`src/prtc_pkg.sv`:
```
// Shared types and constants for the relay PID temperature controller
`default_nettype none

package prtc_pkg;

    // Register bus geometry
    localparam int unsigned ADDR_W = 5;
    localparam int unsigned DATA_W = 32;

    // Register indexes, byte address is 4 * index
    typedef enum logic [2:0] {
        REG_SETPOINT   = 3'd0,
        REG_GAIN_P     = 3'd1,
        REG_GAIN_I     = 3'd2,
        REG_GAIN_D     = 3'd3,
        REG_INT_LIMIT  = 3'd4,
        REG_HOLD_BAND  = 3'd5
    } t_reg_idx;

    // Reset values
    localparam logic [15:0] SETPOINT_RST  = 16'h0000;
    localparam logic [15:0] GAIN_RST      = 16'h0100;  // 1.0 in Q8.8
    localparam logic [15:0] INT_LIMIT_RST = 16'h0000;
    localparam logic [14:0] HOLD_BAND_RST = 15'h0000;

    // Integral and drive saturation bounds
    localparam logic [23:0] SUM_MAX   = 24'h7F_FFFF;
    localparam logic [23:0] SUM_MIN   = 24'h80_0000;
    localparam logic [31:0] DRIVE_MAX = 32'h7FFF_FFFF;
    localparam logic [31:0] DRIVE_MIN = 32'h8000_0000;

    // Relay mode codes
    typedef enum logic [1:0] {
        MODE_HOLD = 2'd0,
        MODE_HEAT = 2'd1,
        MODE_COOL = 2'd2
    } t_relay_mode;

    // Configuration seen by the datapath
    typedef struct packed {
        logic [15:0] setpoint;
        logic [15:0] gain_p;
        logic [15:0] gain_i;
        logic [15:0] gain_d;
        logic [15:0] int_limit;
        logic [14:0] hold_band;
    } t_cfg;

    // Error stage result: all two's complement
    typedef struct packed {
        logic [16:0] err;
        logic [23:0] error_sum;
        logic [16:0] diff;
    } t_integ;

    // Product stage result: all two's complement
    typedef struct packed {
        logic [32:0] prod_p;
        logic [39:0] prod_i;
        logic [32:0] prod_d;
    } t_prod;

endpackage

`default_nettype wire

```
`src/prtc_regs.sv`:
```
// Configuration register file behind the APB-style port
`default_nettype none

module prtc_regs (
    input  wire logic                         i_clk,
    input  wire logic                         i_rst_n,
    input  wire logic                         psel,
    input  wire logic                         penable,
    input  wire logic                         pwrite,
    input  wire logic [prtc_pkg::ADDR_W-1:0]  paddr,
    input  wire logic [prtc_pkg::DATA_W-1:0]  pwdata,
    output logic      [prtc_pkg::DATA_W-1:0]  prdata,
    output logic                              pready,
    output prtc_pkg::t_cfg                    o_cfg
);

    logic [15:0] r_setpoint;
    logic [15:0] r_gain_p;
    logic [15:0] r_gain_i;
    logic [15:0] r_gain_d;
    logic [15:0] r_int_limit;
    logic [14:0] r_hold_band;

    logic               w_wr;
    prtc_pkg::t_reg_idx w_idx;

    assign pready = 1'b1;
    assign w_wr   = psel & penable & pwrite;
    assign w_idx  = prtc_pkg::t_reg_idx'(paddr[4:2]);

    // Register writes, indexes past the list are dropped
    always_ff @(posedge i_clk) begin
        if (!i_rst_n) begin
            r_setpoint  <= prtc_pkg::SETPOINT_RST;
            r_gain_p    <= prtc_pkg::GAIN_RST;
            r_gain_i    <= prtc_pkg::GAIN_RST;
            r_gain_d    <= prtc_pkg::GAIN_RST;
            r_int_limit <= prtc_pkg::INT_LIMIT_RST;
            r_hold_band <= prtc_pkg::HOLD_BAND_RST;
        end else if (w_wr) begin
            case (w_idx)
                prtc_pkg::REG_SETPOINT:  r_setpoint  <= pwdata[15:0];
                prtc_pkg::REG_GAIN_P:    r_gain_p    <= pwdata[15:0];
                prtc_pkg::REG_GAIN_I:    r_gain_i    <= pwdata[15:0];
                prtc_pkg::REG_GAIN_D:    r_gain_d    <= pwdata[15:0];
                prtc_pkg::REG_INT_LIMIT: r_int_limit <= pwdata[15:0];
                prtc_pkg::REG_HOLD_BAND: r_hold_band <= pwdata[14:0];
                default: ;
            endcase
        end
    end

    // Read mux
    always_comb begin
        case (w_idx)
            prtc_pkg::REG_SETPOINT:  prdata = {16'h0000, r_setpoint};
            prtc_pkg::REG_GAIN_P:    prdata = {16'h0000, r_gain_p};
            prtc_pkg::REG_GAIN_I:    prdata = {16'h0000, r_gain_i};
            prtc_pkg::REG_GAIN_D:    prdata = {16'h0000, r_gain_d};
            prtc_pkg::REG_INT_LIMIT: prdata = {16'h0000, r_int_limit};
            prtc_pkg::REG_HOLD_BAND: prdata = {17'h00000, r_hold_band};
            default:                 prdata = '0;
        endcase
    end

    assign o_cfg = '{setpoint:  r_setpoint,
                     gain_p:    r_gain_p,
                     gain_i:    r_gain_i,
                     gain_d:    r_gain_d,
                     int_limit: r_int_limit,
                     hold_band: r_hold_band};

endmodule

`default_nettype wire

```
`src/prtc_integ.sv`:
```
// Input register, error and saturating integral with reset-on-threshold
`default_nettype none

module prtc_integ (
    input  wire logic               i_clk,
    input  wire logic               i_rst_n,
    input  wire logic               i_valid,
    output logic                    o_ready,
    input  wire logic [15:0]        i_sample,
    input  wire prtc_pkg::t_cfg     i_cfg,
    output logic                    o_valid,
    input  wire logic               i_ready,
    output prtc_pkg::t_integ        o_data
);

    logic             r_in_valid;
    logic [15:0]      r_in_sample;
    logic             r_s1_valid;
    prtc_pkg::t_integ r_s1;
    logic [23:0]      r_error_sum;
    logic [15:0]      r_prev_sample;

    logic        w_s1_ready;
    logic        w_in_ready;
    logic        w_adv;
    logic [16:0] n_err;
    logic [16:0] n_diff;
    logic [24:0] w_sum_ext;
    logic [23:0] w_sum_sat;
    logic        w_keep;
    logic [23:0] n_error_sum;

    // Two-deep flow control: each stage loads when it is empty or drains
    assign w_s1_ready = ~r_s1_valid | i_ready;
    assign w_in_ready = ~r_in_valid | w_s1_ready;
    assign w_adv      = r_in_valid & w_s1_ready;
    assign o_ready    = w_in_ready;

    // Error and derivative difference, both exact at 17 bits
    assign n_err  = {i_cfg.setpoint[15], i_cfg.setpoint}
                  - {r_in_sample[15], r_in_sample};
    assign n_diff = {r_prev_sample[15], r_prev_sample}
                  - {r_in_sample[15], r_in_sample};

    // Integral: accumulate below the limit, clear at or above it
    assign w_keep    = $signed(n_err) < $signed({i_cfg.int_limit[15], i_cfg.int_limit});
    assign w_sum_ext = {r_error_sum[23], r_error_sum} + {{8{n_err[16]}}, n_err};
    assign w_sum_sat = (w_sum_ext[24] != w_sum_ext[23])
                     ? (w_sum_ext[24] ? prtc_pkg::SUM_MIN : prtc_pkg::SUM_MAX)
                     : w_sum_ext[23:0];
    assign n_error_sum = w_keep ? w_sum_sat : 24'h00_0000;

    // Control and controller state
    always_ff @(posedge i_clk) begin
        if (!i_rst_n) begin
            r_in_valid    <= 1'b0;
            r_s1_valid    <= 1'b0;
            r_error_sum   <= '0;
            r_prev_sample <= '0;
        end else begin
            if (w_in_ready) begin
                r_in_valid <= i_valid;
            end
            if (w_s1_ready) begin
                r_s1_valid <= r_in_valid;
            end
            if (w_adv) begin
                r_error_sum   <= n_error_sum;
                r_prev_sample <= r_in_sample;
            end
        end
    end

    // Payload
    always_ff @(posedge i_clk) begin
        if (w_in_ready) begin
            r_in_sample <= i_sample;
        end
        if (w_adv) begin
            r_s1 <= '{err: n_err, error_sum: n_error_sum, diff: n_diff};
        end
    end

    assign o_valid = r_s1_valid;
    assign o_data  = r_s1;

endmodule

`default_nettype wire

```
`src/prtc_mult.sv`:
```
// Product stage: the three gain multiplies, registered
`default_nettype none

module prtc_mult (
    input  wire logic               i_clk,
    input  wire logic               i_rst_n,
    input  wire logic               i_valid,
    output logic                    o_ready,
    input  wire prtc_pkg::t_integ   i_data,
    input  wire prtc_pkg::t_cfg     i_cfg,
    output logic                    o_valid,
    input  wire logic               i_ready,
    output prtc_pkg::t_prod         o_data
);

    logic            r_valid;
    prtc_pkg::t_prod r_prod;

    logic               w_ready;
    logic signed [32:0] n_prod_p;
    logic signed [39:0] n_prod_i;
    logic signed [32:0] n_prod_d;

    assign w_ready = ~r_valid | i_ready;
    assign o_ready = w_ready;

    // Signed products at full width
    assign n_prod_p = $signed(i_cfg.gain_p) * $signed(i_data.err);
    assign n_prod_i = $signed(i_cfg.gain_i) * $signed(i_data.error_sum);
    assign n_prod_d = $signed(i_cfg.gain_d) * $signed(i_data.diff);

    always_ff @(posedge i_clk) begin
        if (!i_rst_n) begin
            r_valid <= 1'b0;
        end else if (w_ready) begin
            r_valid <= i_valid;
        end
    end

    always_ff @(posedge i_clk) begin
        if (w_ready & i_valid) begin
            r_prod <= '{prod_p: n_prod_p, prod_i: n_prod_i, prod_d: n_prod_d};
        end
    end

    assign o_valid = r_valid;
    assign o_data  = r_prod;

endmodule

`default_nettype wire

```
`src/prtc_drive.sv`:
```
// Result stage: sum, floor scaling to Q24.8, saturation and relay decision
`default_nettype none

module prtc_drive (
    input  wire logic               i_clk,
    input  wire logic               i_rst_n,
    input  wire logic               i_valid,
    output logic                    o_ready,
    input  wire prtc_pkg::t_prod    i_data,
    input  wire prtc_pkg::t_cfg     i_cfg,
    output logic                    o_valid,
    input  wire logic               i_ready,
    output prtc_pkg::t_relay_mode   o_mode,
    output logic [31:0]             o_drive
);

    logic                  r_valid;
    prtc_pkg::t_relay_mode r_mode;
    logic [31:0]           r_drive;

    logic                  w_ready;
    logic signed [40:0]    w_acc;
    logic [32:0]           w_scaled;
    logic [31:0]           n_drive;
    logic [32:0]           w_margin;
    prtc_pkg::t_relay_mode n_mode;

    assign w_ready = ~r_valid | i_ready;
    assign o_ready = w_ready;

    // Q16.16 sum; dropping the low byte of two's complement is a floor
    assign w_acc    = $signed(i_data.prod_p) + $signed(i_data.prod_i)
                    + $signed(i_data.prod_d);
    assign w_scaled = w_acc[40:8];
    assign n_drive  = (w_scaled[32] != w_scaled[31])
                    ? (w_scaled[32] ? prtc_pkg::DRIVE_MIN : prtc_pkg::DRIVE_MAX)
                    : w_scaled[31:0];

    // Cool when drive + hold_band < 0, heat when drive >= 0
    assign w_margin = {n_drive[31], n_drive} + {18'h00000, i_cfg.hold_band};

    always_comb begin
        if (w_margin[32]) begin
            n_mode = prtc_pkg::MODE_COOL;
        end else if (!n_drive[31]) begin
            n_mode = prtc_pkg::MODE_HEAT;
        end else begin
            n_mode = prtc_pkg::MODE_HOLD;
        end
    end

    always_ff @(posedge i_clk) begin
        if (!i_rst_n) begin
            r_valid <= 1'b0;
        end else if (w_ready) begin
            r_valid <= i_valid;
        end
    end

    always_ff @(posedge i_clk) begin
        if (w_ready & i_valid) begin
            r_mode  <= n_mode;
            r_drive <= n_drive;
        end
    end

    assign o_valid = r_valid;
    assign o_mode  = r_mode;
    assign o_drive = r_drive;

endmodule

`default_nettype wire

```
`src/pid_relay_temperature_control.sv`:
```
// Top level of the relay PID temperature controller
//
//   channel   dir  handshake                  payload
//   sample    in   i_in_valid / o_in_stall    i_sample[15:0] signed Q8.8
//   result    out  o_out_valid / i_out_stall  o_relay_mode[1:0], o_drive_value[31:0]
//   config    in   psel/penable/pwrite/pready paddr[4:0], pwdata, prdata
//
// One request per cycle sustained while i_out_stall is low; a sample passes the
// input register, error/integral, multiplies and sum/saturate registers in turn.
// Reset (synchronous, active low) empties the pipe, clears the integral and
// the last sample and loads the register defaults.
// A stall on the result side fills the four stages before o_in_stall rises.
`default_nettype none

module pid_relay_temperature_control (
    input  wire logic                         i_clk,
    input  wire logic                         i_rst_n,
    input  wire logic                         i_in_valid,
    output logic                              o_in_stall,
    input  wire logic [15:0]                  i_sample,
    output logic                              o_out_valid,
    input  wire logic                         i_out_stall,
    output logic [1:0]                        o_relay_mode,
    output logic [31:0]                       o_drive_value,
    input  wire logic                         psel,
    input  wire logic                         penable,
    input  wire logic                         pwrite,
    input  wire logic [prtc_pkg::ADDR_W-1:0]  paddr,
    input  wire logic [prtc_pkg::DATA_W-1:0]  pwdata,
    output logic      [prtc_pkg::DATA_W-1:0]  prdata,
    output logic                              pready
);

    prtc_pkg::t_cfg        w_cfg;
    logic                  w_in_ready;
    logic                  w_s1_valid;
    logic                  w_s1_ready;
    prtc_pkg::t_integ      w_s1_data;
    logic                  w_s2_valid;
    logic                  w_s2_ready;
    prtc_pkg::t_prod       w_s2_data;
    prtc_pkg::t_relay_mode w_mode;

    prtc_regs u_regs (
        .i_clk   (i_clk),
        .i_rst_n (i_rst_n),
        .psel    (psel),
        .penable (penable),
        .pwrite  (pwrite),
        .paddr   (paddr),
        .pwdata  (pwdata),
        .prdata  (prdata),
        .pready  (pready),
        .o_cfg   (w_cfg)
    );

    prtc_integ u_integ (
        .i_clk    (i_clk),
        .i_rst_n  (i_rst_n),
        .i_valid  (i_in_valid),
        .o_ready  (w_in_ready),
        .i_sample (i_sample),
        .i_cfg    (w_cfg),
        .o_valid  (w_s1_valid),
        .i_ready  (w_s1_ready),
        .o_data   (w_s1_data)
    );

    prtc_mult u_mult (
        .i_clk   (i_clk),
        .i_rst_n (i_rst_n),
        .i_valid (w_s1_valid),
        .o_ready (w_s1_ready),
        .i_data  (w_s1_data),
        .i_cfg   (w_cfg),
        .o_valid (w_s2_valid),
        .i_ready (w_s2_ready),
        .o_data  (w_s2_data)
    );

    prtc_drive u_drive (
        .i_clk   (i_clk),
        .i_rst_n (i_rst_n),
        .i_valid (w_s2_valid),
        .o_ready (w_s2_ready),
        .i_data  (w_s2_data),
        .i_cfg   (w_cfg),
        .o_valid (o_out_valid),
        .i_ready (~i_out_stall),
        .o_mode  (w_mode),
        .o_drive (o_drive_value)
    );

    assign o_in_stall   = ~w_in_ready;
    assign o_relay_mode = w_mode;

endmodule

`default_nettype wire

```
`config.mk`:
```
export PLATFORM = sky130hd
export DESIGN_NAME = pid_relay_temperature_control
export DESIGN_NICKNAME = d
export VERILOG_FILES = /design/src/prtc_pkg.sv /design/src/prtc_regs.sv /design/src/prtc_integ.sv /design/src/prtc_mult.sv /design/src/prtc_drive.sv /design/src/pid_relay_temperature_control.sv
export SDC_FILE = /design/constraint.sdc
export NUM_CORES = 2
export LEC_CHECK = 0
export BUFFER_PORTS_ARGS = -buffer_cell sky130_fd_sc_hd__buf_2
export CORE_ASPECT_RATIO = 1.1
export CORE_UTILIZATION = 53
export CTS_CLUSTER_DIAMETER = 120
export DETAILED_ROUTE_END_ITERATION = 10
export PLACE_DENSITY = 0.73
export SLEW_MARGIN = 10
export SYNTH_ARGS = -nofsm -noshare
export SYNTH_HDL_FRONTEND = slang
export SYNTH_HIERARCHICAL = 1
export SYNTH_SLANG_ARGS = --single-unit
```
`constraint.sdc`:
```
create_clock -name i_clk -period 16.6 [get_ports i_clk]
set_clock_uncertainty 0.1 [all_clocks]
set_input_delay 1.66 -clock i_clk [delete_from_list [all_inputs] [get_ports i_clk]]
set_output_delay 1.66 -clock i_clk [all_outputs]
set_load 0.005 [all_outputs]
```
-- Word level (Yosys, flattened, before mapping)
Index checks and enable logic that the tools add are counted.
- input bits: 60
- logic and storage cells: 67
- register bits: 353
- output and inout bits: 69
- reductions and logical operators: 7
- eq/ne operators: 7
- bitwise gates (word level): 15
- mux-type cells: 7
- order comparisons: 1
- add/sub/neg operators: 6
- $mul: 3
- operators by type and width (kind ; count):
    $pmux 16 s6 ; 1
    $mux 24 ; 3
    $mul 16x17->33 ; 2
    $mux 32 ; 2
    $add 33x40->41 ; 1
    $add 41x33->41 ; 1
    $mul 16x24->40 ; 1
    $sub 16x16->17 ; 2
    $add 32x16->33 ; 1
    $add 24x17->25 ; 1
    $lt 17x16->1 ; 1
    $reduce_and 2->1 ; 6
    $eq 3x2->1 const B ; 2
    $eq 3x3->1 const B ; 2
    $not 1->1 ; 6
    $and 1x1->1 ; 5
    $or 1x1->1 ; 4
    $eq 3x1->1 const B ; 1
    $logic_not 3->1 ; 1
    $ne 1x1->1 ; 2
    $mux 1 ; 1

-- Depth between registers and ports, before layout
- depth after elaboration: 6
- mapped depth: 28

-- Modules after synthesis
The synthesis kept the hierarchy.
- modules (own cells, without submodules) (module ; area each (µm²) ; cells each ; instances ; seq. area each (µm²)):
    prtc_mult ; 37503.5 ; 3966 ; 1 ; 3203.1
    prtc_integ ; 7123.1 ; 734 ; 1 ; 3062.9
    prtc_drive ; 4738.3 ; 486 ; 1 ; 1041.0
    prtc_regs ; 4556.9 ; 453 ; 1 ; 1901.8
    pid_relay_temperature_control ; 7.5 ; 2 ; 1 ; 0.0

-- Worst setup path before layout
OpenSTA, ideal clock, no wires.
- path type: register to register
- start: register u_regs.r_gain_d[4]
- end: register u_mult.r_prod (netlist bit u_mult/o_data[28]) (data pin)
- library setup time: 261 ps
- required time: 16239 ps
- cell stages (with the launch flop): 25
- arrival: 6121 ps
- slack: 10118 ps
- path through: dfxtp_1 clkbuf_1 clkbuf_1 nand2_1 fa_1 inv_1 fa_1 inv_1 fa_1 fa_1 inv_1 fa_1 inv_1 fa_1 inv_1 ha_1 a21o_1 a21oi_1 nor2b_1 or4_1 a311oi_2 o21bai_1 a21oi_1 nor3b_1 a311o_1
- word-level cells in the longest chain between the ends: 1
- ends and longest elaborated chain (item ; RTL line ; RTL):
    start, declared ; prtc_regs.sv:20 ; logic [15:0] r_gain_d;
    start signal, assigned ; prtc_regs.sv:37 ; r_gain_d <= prtc_pkg::GAIN_RST;
    start signal, assigned ; prtc_regs.sv:45 ; prtc_pkg::REG_GAIN_D: r_gain_d <= pwdata[15:0];
    $mul 16x17->33 ; prtc_mult.sv:30 ; assign n_prod_d = $signed(i_cfg.gain_d) * $signed(i_data.diff);
    via u_mult.n_prod_d[28] ; prtc_mult.sv:22 ; logic signed [32:0] n_prod_d;
    end signal, assigned ; prtc_mult.sv:42 ; r_prod <= '{prod_p: n_prod_p, prod_i: n_prod_i, prod_d: n_prod_d};
    end, declared ; prtc_mult.sv:17 ; prtc_pkg::t_prod r_prod;
The timed path passes the listed nets, and every way through them passes these cells.
A chain may end at the register's enable or synchronous reset.

-- Final worst setup path
- start: register u_regs.r_gain_p[4]
- end: register u_mult.r_prod (netlist bit u_mult/o_data[105]) (data pin)
- word-level cells in the longest chain between the ends: 1
- ends and longest elaborated chain (item ; RTL line ; RTL):
    start, declared ; prtc_regs.sv:18 ; logic [15:0] r_gain_p;
    start signal, assigned ; prtc_regs.sv:35 ; r_gain_p <= prtc_pkg::GAIN_RST;
    start signal, assigned ; prtc_regs.sv:43 ; prtc_pkg::REG_GAIN_P: r_gain_p <= pwdata[15:0];
    $mul 16x17->33 ; prtc_mult.sv:28 ; assign n_prod_p = $signed(i_cfg.gain_p) * $signed(i_data.err);
    via u_mult.n_prod_p[32] ; prtc_mult.sv:20 ; logic signed [32:0] n_prod_p;
The timed path passes the listed nets, and every way through them passes these cells.

==> impl_metrics.tcl <==
set metrics [dict create \
    hold_depth 2 \
    htreeDepth 2 \
    synth_area_per_cell_um2 9.56 \
    rr_startpoint "u_regs/r_gain_p[4]" \
    grtUsageTotal 0.283 \
    ant_nets 0 \
    netlist_instances 5641 \
    async_flop_share 0 \
    max_freq_mhz 132 \
    final_common_cell "inv_1" \
    postRouteWirelength_um 140000 \
    fin_ws_ns 9.00 \
    hold_end "u_integ/r_error_sum[20]" \
    synth-main-ff-cell "edfxtp_1" \
    synth_edf_count 214 \
    seq_area_frac_synth 0.171 \
    clk_pin_slew_ns 0.06 \
    cts_inserted_buffers 41 \
    p_per_area_mw_per_mm2 51.3 \
    outcome "finished, final reports clean" \
    start_util 0.535 \
    maxCapViolations 0 \
    ctsResizeCount 0 \
    grt_pass1_vias 42300 \
    area_delta_synth_final_pct 5.09 \
    portBuffers 93 \
    first_pass_iters 7 \
    fin_crit_sh 0.458 \
    syn_area_mm2 0.0539 \
    cts_tree "yes" \
    die-area_mm2 0.103 \
    antenna_found_initial 8 \
    wire_per_inst_um 20.1 \
    die_h_um 337 \
    setup_viol 0 \
    r2r_cells 21 \
    drv_slew 0 \
    synth_seq_cells 353 \
    cts_root_buffer "clkbuf_16" \
    fin_util 0.563 \
    nets 7033 \
    post-dp-hpwl_um 113000 \
    hold_viol_final 0 \
    peakVddDrop_mv 0.0993 \
    gp_congestion 0.937 \
    drc 0 \
    via_per_inst 5.60 \
    row_count 122 \
    worst_pin_slew_ns 1.13 \
    layout_common_cells "1136 x inv_1, 968 x fa_1, 789 x nand2_1" \
    die_w_um 306 \
    routed-via-count 38900 \
    drive_gt1_frac 0.0537 \
    yosysWarnings 6 \
    fin_setup_tns_ns 0 \
    grt_max_degree 80 \
    cp_max_fo 19 \
    slew_headroom 0.246 \
    p_leak_nw 26.9 \
    crit_arrival_ns 7.75 \
    hp-start "u_integ/r_error_sum[20]" \
    r2r_end "u_mult/o_data[105]" \
    clock-sinks 353 \
    grt_pass1_wl_um 226000 \
    reg2reg_setup_slack_ns 9.00 \
    worstSetupStartpointType "flop" \
    holdBufCountCts 0 \
    hp-class "flop to flop" \
    end_kind "flop" \
    required_ns 16.75 \
    coreArea_mm2 0.101 \
    period_minus_slack_ns 7.60 \
    io_pins 129 \
    drt_iter0_drc 2769 \
    synth.distinct_cells 107 \
    cts_setup_buffers 0 \
    critPathKind "flop to flop" \
    clock_path_buffers 3 \
    overflow 0 \
    rsz0062_at_grt "false" \
    clk_latency_ns 0.59 \
    detailedPlace.worstSlack_ns 9.08 \
]
[routing by layer]
| layer | vias to the layer above | global-route usage | share of wire |
|---|---|---|---|
| met3 | 332 | 0.0319 | 0.058 |
| met5 | - | 0 | 0.000093 |
| met2 | 1274 | 0.489 | 0.49 |
| met1 | 19800 | 0.346 | 0.39 |
| met4 | 2 | 0.159 | 0.063 |
| li1 | 17500 | - | - |
[area by class of cell]
cell class	count	area (µm²)
clock inverter	26	255
clock buffer	49	1100
multi-input combinational	3943	39400
inverter	1138	4270
sequential	353	9210
tap	1302	1630
fill	8772	44100
timing repair buffer	133	768
antenna	2	5.00
[critical path, cell delays in order, from the launching register on]
cell      delay (ns)
dfxtp_1         0.91
nand2_1         0.21
fa_1            0.59
inv_1           0.05
fa_1            0.47
inv_1           0.05
fa_1            0.49
inv_1           0.05
fa_1            0.53
inv_1           0.06
fa_1            0.50
inv_1           0.05
fa_1            0.44
ha_1            0.34
and3_1          0.20
nand2_1         0.11
a21oi_1         0.06
a211o_1         0.39
a211o_1         0.42
a211oi_2        0.29
a21oi_1         0.12
xnor2_1         0.82
[flip-flops by register name (all words and copies together), names as in the netlist, 24 cells and up]
signal and flops:
u_drive/o_drive 32, u_integ/o_data 58, u_integ/r_error_sum 24, u_mult/o_data 106
[cell families (layout without fill, tap and decap cells)]
logic type | after synthesis | in the layout | synth area share
DFF | 353 | 353 | 0.171
other | 2 | 19 | 0.000139
adders and majority gates | 1364 | 1364 | 0.451
buffers and inverters | 1360 | 1346 | 0.0991
and+or+nand+nor | 1613 | 1613 | 0.143
muxes | 135 | 135 | 0.0256
AOI/OAI and AO/OA | 630 | 630 | 0.0796
xor gates and xnor gates | 184 | 184 | 0.0304
[cell usage after synthesis, types with 6 or more instances]
library cell,number,share of area
mux2_2,23,0.0048
buf_4,22,0.0031
buf_6,13,0.0027
a21o_1,76,0.011
nor2_2,11,0.0013
o211ai_1,14,0.0019
o21ai_1,12,0.0011
or3_1,14,0.0016
or2_2,7,0.00081
o22ai_1,10,0.0012
o21bai_1,20,0.0028
inv_1,1136,0.079
fa_1,968,0.36
o21ai_0,95,0.0088
a22oi_1,16,0.0022
edfxtp_1,214,0.12
nor2_8,6,0.0022
a221oi_1,10,0.0016
buf_2,12,0.0011
nand2_1,789,0.055
dfxtp_1,139,0.052
and3_1,20,0.0023
o31ai_1,13,0.0018
nor2_1,184,0.013
nor2b_1,31,0.0036
mux2i_1,112,0.021
a211o_1,6,0.00097
nor3b_1,7,0.00097
and2_1,358,0.042
a31oi_1,15,0.0017
nand2b_1,40,0.0046
nor3_1,32,0.0030
a21boi_0,23,0.0032
nand4_1,23,0.0027
o31ai_2,12,0.0028
a21oi_1,191,0.018
ha_1,395,0.092
nor4_1,6,0.00070
o21a_1,25,0.0035
nand3_1,57,0.0053
a211oi_1,15,0.0021
xnor2_1,135,0.022
clkbuf_1,171,0.012
xor2_1,47,0.0076
[through the flow]
stage / instance area [µm²] / std cells / power [mW] / hold WS (ns)
finish: 56700 / 6946 / 2.91 / 0.361
detailed placement: 55300 / 6869 / 1.99 / 0.359
floorplan: 54000 / 5656 / 1.70 / 0.332
global route: 56700 / 6944 / 3.05 / 0.385
global placement: 55300 / 6869 / 1.98 / 0.344
CTS: 56700 / 6944 / 2.91 / 0.366
[how the worst max path moves through the flow]
stage | startpoint | end | slack, ns | cells after the start
floorplan | u_regs/r_gain_d[4] | u_mult/o_data[28] | 10.12 | 24
global placement | u_regs/r_gain_p[1] | u_mult/o_data[105] | 9.14 | 21
detailed placement | u_regs/r_gain_p[4] | u_mult/o_data[105] | 9.08 | 21
CTS | u_regs/r_gain_p[4] | u_mult/o_data[105] | 9.05 | 21
global route | u_mult/o_data[36] | u_drive/o_mode[1] | 8.69 | 26
finish | u_regs/r_gain_p[4] | u_mult/o_data[105] | 9.00 | 21
[report_power, final]
part           total, mW  leakage, nW  internal (mW)  switching [mW]
logic              0.919         23.1          0.329           0.590
registers           1.07         3.15           1.00          0.0667
clock network      0.920        0.661          0.526           0.393
total               2.91         26.9           1.86            1.05
Power figures use the tool's default switching activity.
